### src/vmt_pkg.sv
// ----------------------------------------------------------------------------
// vmt_pkg
// Shared types and constants for the 4x4 Q16.16 matrix-vector transform unit.
// ----------------------------------------------------------------------------
package vmt_pkg;

    localparam int FRAC_BITS  = 16;
    localparam int WORD_W     = 32;
    localparam int PROD_W     = 2 * WORD_W;
    localparam int PAIR_W     = PROD_W + 1;
    localparam int SUM_W      = PROD_W + 2;
    localparam int NUM_STAGES = 5;

    localparam logic signed [WORD_W-1:0] WORD_MAX = {1'b0, {(WORD_W-1){1'b1}}};
    localparam logic signed [WORD_W-1:0] WORD_MIN = {1'b1, {(WORD_W-1){1'b0}}};

    typedef enum logic [1:0] {
        OP_LOAD    = 2'd0,
        OP_XFORM   = 2'd1,
        OP_XFORM_T = 2'd2
    } op_t;

    typedef logic signed [WORD_W-1:0] word_t;
    typedef word_t [3:0] vec_t;
    typedef vec_t  [3:0] mat_t;

    typedef struct packed {
        op_t                      operation;
        logic [1:0]               row_index;
        logic signed [WORD_W-1:0] in_x;
        logic signed [WORD_W-1:0] in_y;
        logic signed [WORD_W-1:0] in_z;
        logic signed [WORD_W-1:0] in_w;
    } cmd_t;

    typedef struct packed {
        logic signed [WORD_W-1:0] out_x;
        logic signed [WORD_W-1:0] out_y;
        logic signed [WORD_W-1:0] out_z;
        logic signed [WORD_W-1:0] out_w;
        logic                     overflow;
    } res_t;

    typedef struct packed {
        logic [NUM_STAGES-1:0] load;
        logic                  out_valid;
    } pipe_ctl_t;

endpackage

### src/vmt_matrix_store.sv
// ----------------------------------------------------------------------------
// vmt_matrix_store
// 4x4 coefficient matrix, row-wide writes, per-lane column or row select.
// ----------------------------------------------------------------------------
module vmt_matrix_store
    import vmt_pkg::*;
(
    input  logic       clk,
    input  logic       rst_n,
    input  logic       wr_en,
    input  logic [1:0] wr_row,
    input  vec_t       wr_data,
    input  logic       transposed,
    output mat_t       coeff
);

    mat_t m_reg;

    always_ff @(posedge clk or negedge rst_n)
    begin
        if (!rst_n)
        begin
            m_reg <= '0;
        end
        else if (wr_en)
        begin
            m_reg[wr_row] <= wr_data;
        end
    end

    // coeff[j][i]: weight of vector element i in output j
    always_comb
    begin
        for (int j = 0; j < 4; j++)
        begin
            for (int i = 0; i < 4; i++)
            begin
                coeff[j][i] = transposed ? m_reg[j][i] : m_reg[i][j];
            end
        end
    end

endmodule

### config.mk
export PLATFORM = sky130hd
export DESIGN_NAME = vmt_matrix_store
export DESIGN_NICKNAME = d
export VERILOG_FILES = /design/src/vmt_pkg.sv /design/src/vmt_matrix_store.sv
export SDC_FILE = /design/constraint.sdc
export NUM_CORES = 1
export LEC_CHECK = 0
export ABC_CLOCK_PERIOD_IN_PS = 1700
export BUFFER_PORTS_ARGS = -buffer_cell sky130_fd_sc_hd__buf_2
export CORE_MARGIN = 3
export CORE_UTILIZATION = 35
export DETAILED_ROUTE_END_ITERATION = 8
export GPL_ROUTABILITY_DRIVEN = 0
export GPL_TIMING_DRIVEN = 1
export SLEW_MARGIN = 20
export SYNTH_ARGS = -nofsm -noshare
export SYNTH_HDL_FRONTEND = slang
export SYNTH_SLANG_ARGS = --single-unit
### constraint.sdc
create_clock -name clk -period 1.7 [get_ports clk]
set_clock_uncertainty 0.15 [all_clocks]
set_input_delay 0.34 -clock clk [delete_from_list [all_inputs] [get_ports clk]]
set_output_delay 0.34 -clock clk [all_outputs]
set_load 0.01 [all_outputs]
==> impl_results.md <==
- Die width: 271 microns
- Final setup viols: roughly 380
- TritonCTS clock tree: yes
- Failing checks: negative setup slack
- Synth Area in Compound Gates: 0%
- Worst r2r path cells: 3
- Finished Cell Area: between 30000 and 40000 sq um
- Hold/Removal Path Class: in -> async
- Largest family of logic cells by synthesized area: multiplexers
- Type of origin of the critical path: flop
- Fillers: ~5700
- Share of cells above drive strength 1: between 60% and 70%
- Synth area leader: dfrtp_1
- WL/cell: 22.8 microns
- Slew headroom: between 70 and 80%
- Nets: 2551
- Max-slew violation count: 0
- Measured slew at the worst slew-check pin: 0.317 ns
- Die Y: between 200 and 300 microns
- Tmin final: between 1.5 and 2 ns
- Ys async rst share: 100%
- CP Data Arrival Time: ~1.5 ns
- Reg-to-Reg Start: m_reg[447]$_DFFE_PN0P_
- DP Worst Slack: -0.207 ns
- Number of enable flip-flop cells after synthesis: 0
- Vias in the first global route: between 15000 and 20000
- Post-synthesis sequential area ratio: ~52%
- Core area: just under 70000 sq um
- Root Buffer: clkbuf_16
- Final Hold Fails: 0
- Clk_lat worst skew: slightly below 0.6 ns
- Site row count: between 90 and 100
- H-tree levels: 2
- Syn Nets: 1773
- Max FFs per register: ~380
- Remaining Overflow, GRT: 0
- Post-synth cell types: 10
- Setup CP Type: reg -> out
- Total Neg Setup Slack: -73.35 ns
- Synth Flop Type: dfrtp_1
- First-pass GRT wire length: 118 mm
- Adder-cell area share of the yosys netlist: 0%
- Fin crit share: 115%
- Average vias per placed instance: slightly below 5
- Maximum vdd drop: about 850 uV
- Post-Syn Area per Cell: roughly 15 sq um
- Most frequent cell after synthesis: mux2_2
- Unrepaired setup endpoints after global routing: true
- PD cells: 1210 nW/um^2
- Multiplexer area fraction after synthesis: 41.2%
- Max Freq: a little over 500 MHz
- Post-Layout Cell Count: around 3400
- Setup WS post-layout: -0.262 ns
- Lkg Pwr: 17.0 nW
- Area of the die: 73200 sq um
- Longest Clk Path Bufs: 3
- Total GRT Usage: between 20% and 30%
- Initial antenna violation count: 2
- FF+latch count, synth: ~510
- Placed insts: between 3000 and 4000
- YS warnings: 0
- Overall power: around 0.044 W
- Synth top cells by count: mux2_2 (686), dfrtp_1 (512), mux2_1 (210), buf_4 (146), buf_2 (70)
- Ranking of synthesized cells by area: dfrtp_1 (52%), mux2_2 (32%), mux2_1 (9.7%)
- Detail Placement HPWL: roughly 54 mm
- Synth top area share: a little over half
- R2r setup slk: ~0.51 ns
- Synth Cell Area: between 20000 and 25000 sq um
- Routed WL: about 78 mm
- CP required: 1.21 ns
- Area fraction in and, or, nand and nor cells after synthesis: 0.133%
- Vias: between 15000 and 20000
- Initial Utilization: between 30% and 40%
- Final ANT Viol Nets: 0
- DRC: 0
- Critical Path Fanout Max: 3
- Register area: roughly 13000 sq um
- Multi-input logic area: 11400 sq um
- Max-cap violations: 0
- Post-synthesis instance total: 1639
- Clock slew at reported path FFs: about 0.06 ns
- Status: finished with violations
- Clk sinks: roughly 510
- Port Buffers: between 600 and 700
- Post-Synth XOR/XNOR Area: 0%
- Area Overhead vs Synth: 47.4%
- Crit end category: output port
- DRT Pass-1 Iters: 5
- R2R Path End: m_reg[447]$_DFFE_PN0P_
- Number of I/O pins: 646
- Placed Area: about 29000 sq um
- Num CTS Buffers: 57
- Drt initial violations: around 670
- Pin count of the biggest net entering global routing: between 40 and 50
-- metal layers --
metal  part of all wire, %  GRT usage [%]  up-vias
li1                      -              -     7324
met1                    41           25.8     8768
met2                    50           35.5      518
met3                   5.0           3.83      173
met4                   4.2           8.30        0
met5                     0              0        -
-- area by class of cell --
class,instances,share of cell area (%)
flip-flops and latches,512,35.5
repair buffers,946,24.4
well taps,931,3.23
clock inverters,24,0.589
multi-input cells,900,31.5
diodes,1,0.00693
clock buffers,83,4.78
-- critical path, cell delays in order (launching register included) --
cell and delay (ns):
dfrtp_2 0.46, mux2_4 0.30, buf_6 0.12
-- what timing repair did --
item / CTS / global route
endpoints found under the hold margin: 1022 / 0
gates resized for setup: 750 / 55
setup buffers: 24 / 22
hold buffers: 129 / 0
endpoints found under the setup margin: 385 / 385
-- per-stage QoR --
step	hold slack (ns)	utilization [%]
after floorplan	-0.106	-
after global placement	0.0773	41.9
after detailed placement	0.0695	41.9
after CTS	0.0257	51.8
after global routing	0.0524	52.4
final	0.0597	52.4
-- cell usage in the layout (no fill, tap or decap), types with 3 or more instances in the layout --
cell type	instances
buf_12	44
buf_2	259
buf_4	127
buf_6	384
bufinv_16	3
clkbuf_1	8
clkbuf_16	59
clkbuf_8	16
clkinv_2	16
dfrtp_1	502
dfrtp_2	10
dlygate4sd3_1	129
mux2_1	210
mux2_2	358
mux2_4	328
-- report_power, final --
| group | total [W] | internal (W) | switching (W) | leakage [nW] |
|---|---|---|---|---|
| Sequential | 0.0164 | 0.0145 | 0.00187 | 6.05 |
| Clock | 0.0126 | 0.00749 | 0.00512 | 0.974 |
| Combinational | 0.0146 | 0.00891 | 0.00573 | 10.0 |
-- worst max path at each step --
stage,from,end,slack (ns),depth (start not counted)
2_1_floorplan,transposed,coeff[100],-0.03,4
3_3_place_gp,transposed,coeff[45],-0.20,5
3_5_place_dp,transposed,coeff[45],-0.21,5
4_1_cts,m_reg[75]$_DFFE_PN0P_,coeff[267],-0.30,2
5_1_grt,m_reg[75]$_DFFE_PN0P_,coeff[267],-0.31,2
6_report,m_reg[75]$_DFFE_PN0P_,coeff[267],-0.26,2
-- logic make-up (layout without fill, tap and decap cells) --
logic type    after synthesis  count (layout)
mux                       896             896
flops                     512             512
buf+inv                   227            1053
simple gates                4               4
other cells                 0               1
(Power assumes the default switching activity.)
