File: src/vmt_pkg.sv
// ----------------------------------------------------------------------------
// vmt_pkg
// Shared types and constants for the 4x4 Q16.16 matrix-vector transform unit.
// ----------------------------------------------------------------------------
package vmt_pkg;

    localparam int FRAC_BITS  = 16;
    localparam int WORD_W     = 32;
    localparam int PROD_W     = 2 * WORD_W;
    localparam int PAIR_W     = PROD_W + 1;
    localparam int SUM_W      = PROD_W + 2;
    localparam int NUM_STAGES = 5;

    localparam logic signed [WORD_W-1:0] WORD_MAX = {1'b0, {(WORD_W-1){1'b1}}};
    localparam logic signed [WORD_W-1:0] WORD_MIN = {1'b1, {(WORD_W-1){1'b0}}};

    typedef enum logic [1:0] {
        OP_LOAD    = 2'd0,
        OP_XFORM   = 2'd1,
        OP_XFORM_T = 2'd2
    } op_t;

    typedef logic signed [WORD_W-1:0] word_t;
    typedef word_t [3:0] vec_t;
    typedef vec_t  [3:0] mat_t;

    typedef struct packed {
        op_t                      operation;
        logic [1:0]               row_index;
        logic signed [WORD_W-1:0] in_x;
        logic signed [WORD_W-1:0] in_y;
        logic signed [WORD_W-1:0] in_z;
        logic signed [WORD_W-1:0] in_w;
    } cmd_t;

    typedef struct packed {
        logic signed [WORD_W-1:0] out_x;
        logic signed [WORD_W-1:0] out_y;
        logic signed [WORD_W-1:0] out_z;
        logic signed [WORD_W-1:0] out_w;
        logic                     overflow;
    } res_t;

    typedef struct packed {
        logic [NUM_STAGES-1:0] load;
        logic                  out_valid;
    } pipe_ctl_t;

endpackage

File: src/vmt_pipe_ctrl.sv
// ----------------------------------------------------------------------------
// vmt_pipe_ctrl
// Valid bits and stall propagation for the transform pipeline.
// ----------------------------------------------------------------------------
module vmt_pipe_ctrl
    import vmt_pkg::*;
(
    input  logic      clk,
    input  logic      rst_n,
    input  logic      enter,
    input  logic      out_ready,
    output logic      in_ready,
    output pipe_ctl_t ctl
);

    logic [NUM_STAGES-1:0] valid_reg;
    logic [NUM_STAGES-1:0] valid_next;
    logic [NUM_STAGES:0]   rdy;

    always_comb
    begin
        rdy[NUM_STAGES] = out_ready;
        for (int k = NUM_STAGES - 1; k >= 0; k--)
        begin
            rdy[k] = !valid_reg[k] || rdy[k+1];
        end
    end

    always_comb
    begin
        valid_next = valid_reg;
        if (rdy[0])
        begin
            valid_next[0] = enter;
        end
        for (int k = 1; k < NUM_STAGES; k++)
        begin
            if (rdy[k])
            begin
                valid_next[k] = valid_reg[k-1];
            end
        end
    end

    always_ff @(posedge clk or negedge rst_n)
    begin
        if (!rst_n)
        begin
            valid_reg <= '0;
        end
        else
        begin
            valid_reg <= valid_next;
        end
    end

    assign in_ready      = rdy[0];
    assign ctl.load      = rdy[NUM_STAGES-1:0];
    assign ctl.out_valid = valid_reg[NUM_STAGES-1];

endmodule

File: config.mk
export PLATFORM = sky130hd
export DESIGN_NAME = vmt_pipe_ctrl
export DESIGN_NICKNAME = d
export VERILOG_FILES = /design/src/vmt_pkg.sv /design/src/vmt_pipe_ctrl.sv
export SDC_FILE = /design/constraint.sdc
export NUM_CORES = 1
export LEC_CHECK = 0
export ABC_AREA = 1
export BUFFER_PORTS_ARGS = -buffer_cell sky130_fd_sc_hd__buf_2
export CAP_MARGIN = 20
export CORE_AREA = 2 2 39 41
export CTS_BUF_LIST = sky130_fd_sc_hd__clkbuf_8
export CTS_CLUSTER_DIAMETER = 40
export CTS_CLUSTER_SIZE = 25
export DETAILED_ROUTE_END_ITERATION = 7
export DIE_AREA = 0 0 41 43
export PLACE_DENSITY_LB_ADDON = 0.12
export SYNTH_ARGS = -nofsm -noshare
export SYNTH_HDL_FRONTEND = slang
export SYNTH_SLANG_ARGS = --single-unit
File: constraint.sdc
create_clock -name clk -period 1.65 [get_ports clk]
set_clock_uncertainty 0.05 [all_clocks]
set_input_delay 0.0825 -clock clk [delete_from_list [all_inputs] [get_ports clk]]
set_output_delay 0.0825 -clock clk [all_outputs]
set_load 0.02 [all_outputs]
==> impl_results.md <==
- Number of global-route vias before repair: roughly 190
- Minimum clock period: 1250 ps
- Share of cells above drive strength 1: 43.2%
- CP Buf/Inv Count: 1
- Fraction of the mapped netlist area in adder cells: 0%
- Antenna cells: 0
- H-tree Lvls: 1
- Largest net degree at the start of global routing: 6
- Synth Flop Type: dfrtp_1
- Hold endpoint: valid_reg[4]$_DFFE_PN0P_
- Critical path capture point type: primary output
- Synth Register Bits: 5
- Post-synthesis mux area share: 0%
- Initial Utilization: roughly 16%
- Worst Hold Class: primary input to flop
- Clock Latency Late Sink: approximately 220 ps
- Main area contributors after synthesis: dfrtp_1, inv_1, nand2_1, nand3_2, buf_4
- Final #Nets: 42
- DRT iter0 DRCs: 0
- Post-Synth XOR/XNOR Area: 0%
- Netlist Area Pre-Place: 223 um2
- Static Leak: 0.000183 uW
- Die area: 1760 um2
- Pwr/cell area: 1330 nW/um2
- Pre-antenna DRT Iters: 1
- Slowest cell on the critical path: dfrtp_1
- Global route total overflow: 0
- Initial antenna violation count: 0
- Number of synthesis warnings: 0
- Worst vdd ir: 0.379 mV
- Cell taking the most area after synthesis: dfrtp_1
- Final setup viols: 0
- Max clock buf depth: 2
- RSZ-0062 raised after global routing: false
- WP data arrival: 1120 ps
- Post-Syn Area per Cell: 9.68 um2
- Routed vias/inst: 3.45
- CP max stage delay: 370 ps
- Post-synth net total: 27
- Floorplan row count: 14
- Compound-Gate Fraction of Synth Area: 0%
- Final hold violation count: 0
- Cell variety after synth: 7
- Delay-heaviest family, CP: flip-flops
- Required @ worst endpoint: approximately 1500 ps
- Core ar.: approximately 1400 um2
- Die height: ~43 um
- Status: completed
- CP cell instances: nand3_2 > nor2_4 > nand3_2 > buf_2
- Worst-margin pin slew: roughly 120 ps
- Cells after synthesis: 23
- Post-Route Setup TNS: 0 ps
- Largest family of logic cells by synthesized area: simple AND/OR/NAND/NOR gates
- Post-synth EDFFs: 0
- GRT Util Overall: 7.48%
- Area share of and/or/nand/nor cells after synthesis: 27.0%
- GP Congestion: slightly above 0.6
- # DRC: 0
- R2R Setup Slk: 710 ps
- Synth top cells by count: inv_1, nand2_1, dfrtp_1
- Min-delay src: out_ready
- Area delta synth->final: 53.9%
- Post-Route WL: 475 um
- DP HPWL: 363 um
- Sequential-to-total area share from yosys stat: 56.2%
- CTS tree: done
- Asr flop ratio synth: 100%
- Num ports: 11
- Cts bufs inserted: 3
- Number of max-cap violations: 0
- Worst setup path category: flop to primary output
- Fin crit share: 75.7%
- Die Width: slightly above 40 um
- RR Startpoint: valid_reg[4]$_DFFE_PN0P_
- Crit start category: flop
- Post-CTS Setup Repair Bufs: 0
- Slew margin rel.: 91.9%
- Vias post-DR: 183
- Fmax: 0.800 GHz
- Drt wl/cell: 8.96 um
- Clock root buffer: clkbuf_8
- Slew Viols, Final: 0
- Number of flip-flops under the largest register name: 5
- Share of the synthesized area in the top cell type: 56.2%
- First-pass GRT wire length: 793 um
- TritonCTS Sinks: 5
- IO Port Bufs: 10
- Total power: 456 uW
- R2R cell count: 3
- Reg2reg end: valid_reg[2]$_DFFE_PN0P_
- Clk slew on worst S/H paths: ~40 ps
- Crit path max fanout: 4
- Cell mode on critical path: nand3_2
- Worst Hold Path Cells: 4
- Routed Antenna Nets: 0
logic make-up after synthesis:
family,after synthesis
flip-flops,5
buffers and inverters,8
AND/OR/NAND/NOR,10
per-stage QoR:
| stage | cell area (um2) | setup slack (ps) | utilization, % | hold slack [ps] | instances |
|---|---|---|---|---|---|
| after CTS | 343 | 372 | 24.8 | 103 | 53 |
| after global placement | 278 | 652 | 20.1 | -144 | 47 |
| final | 343 | 400 | 24.8 | 107 | 53 |
| after floorplan | 223 | 465 | - | -263 | 23 |
| after detailed placement | 278 | 614 | 20.1 | -143 | 47 |
| after global routing | 343 | 298 | 24.8 | 124 | 53 |
report_power, final:
| group | internal (uW) | switching (uW) |
|---|---|---|
| logic | 30.8 | 55.8 |
| registers | 138 | 9.66 |
| clock network | 160 | 62.3 |
worst register-to-register path: stages, from the launching register on:
cell and delay [ps]:
dfrtp_1 390, nand3_2 130, nor2_4 50, or2_1 200
per-layer routing:
layer / vias to the layer above / global-route usage, % / wire, um
met5: - / 0 / 0
met4: 0 / 8.00 / 0
met3: 0 / 3.14 / 52
met2: 10 / 10.3 / 214
met1: 82 / 7.57 / 208
li1: 91 / - / -
worst max-delay path by stage:
stage | to | cells after the start | start | slack (ps)
floorplan | ctl[1] | 4 | valid_reg[4]$_DFFE_PN0P_ | 470
global placement | ctl[1] | 4 | valid_reg[4]$_DFFE_PN0P_ | 650
detailed placement | ctl[1] | 4 | valid_reg[4]$_DFFE_PN0P_ | 610
CTS | ctl[1] | 4 | valid_reg[4]$_DFFE_PN0P_ | 370
global route | ctl[1] | 4 | valid_reg[4]$_DFFE_PN0P_ | 300
finish | ctl[1] | 4 | valid_reg[4]$_DFFE_PN0P_ | 400
placed cells by master, fill, tap and decap left out:
master	Yosys	layout
buf_2	0	10
inv_1	6	7
nand2_1	6	6
dfrtp_1	5	5
clkbuf_8	0	3
nand3_2	2	2
dlygate4sd3_1	0	2
nor2_4	1	1
or2_1	1	1
area by class of cell:
| type | instances | area, um2 |
|---|---|---|
| Fill cell | 148 | 1040 |
| Sequential cell | 5 | 125 |
| Timing Repair Buffer | 12 | 70.1 |
| Multi-Input combinational cell | 10 | 60.1 |
| Clock buffer | 3 | 41.3 |
| Inverter | 6 | 22.5 |
| Tap cell | 16 | 20.0 |
| Clock inverter | 1 | 3.75 |
timing repair:
action,CTS,global route
gates resized for setup,0,0
hold buffers,2,0
setup endpoints to repair,0,0
hold endpoints to repair,6,0
Note: power is estimated with default switching activity, not from simulation.
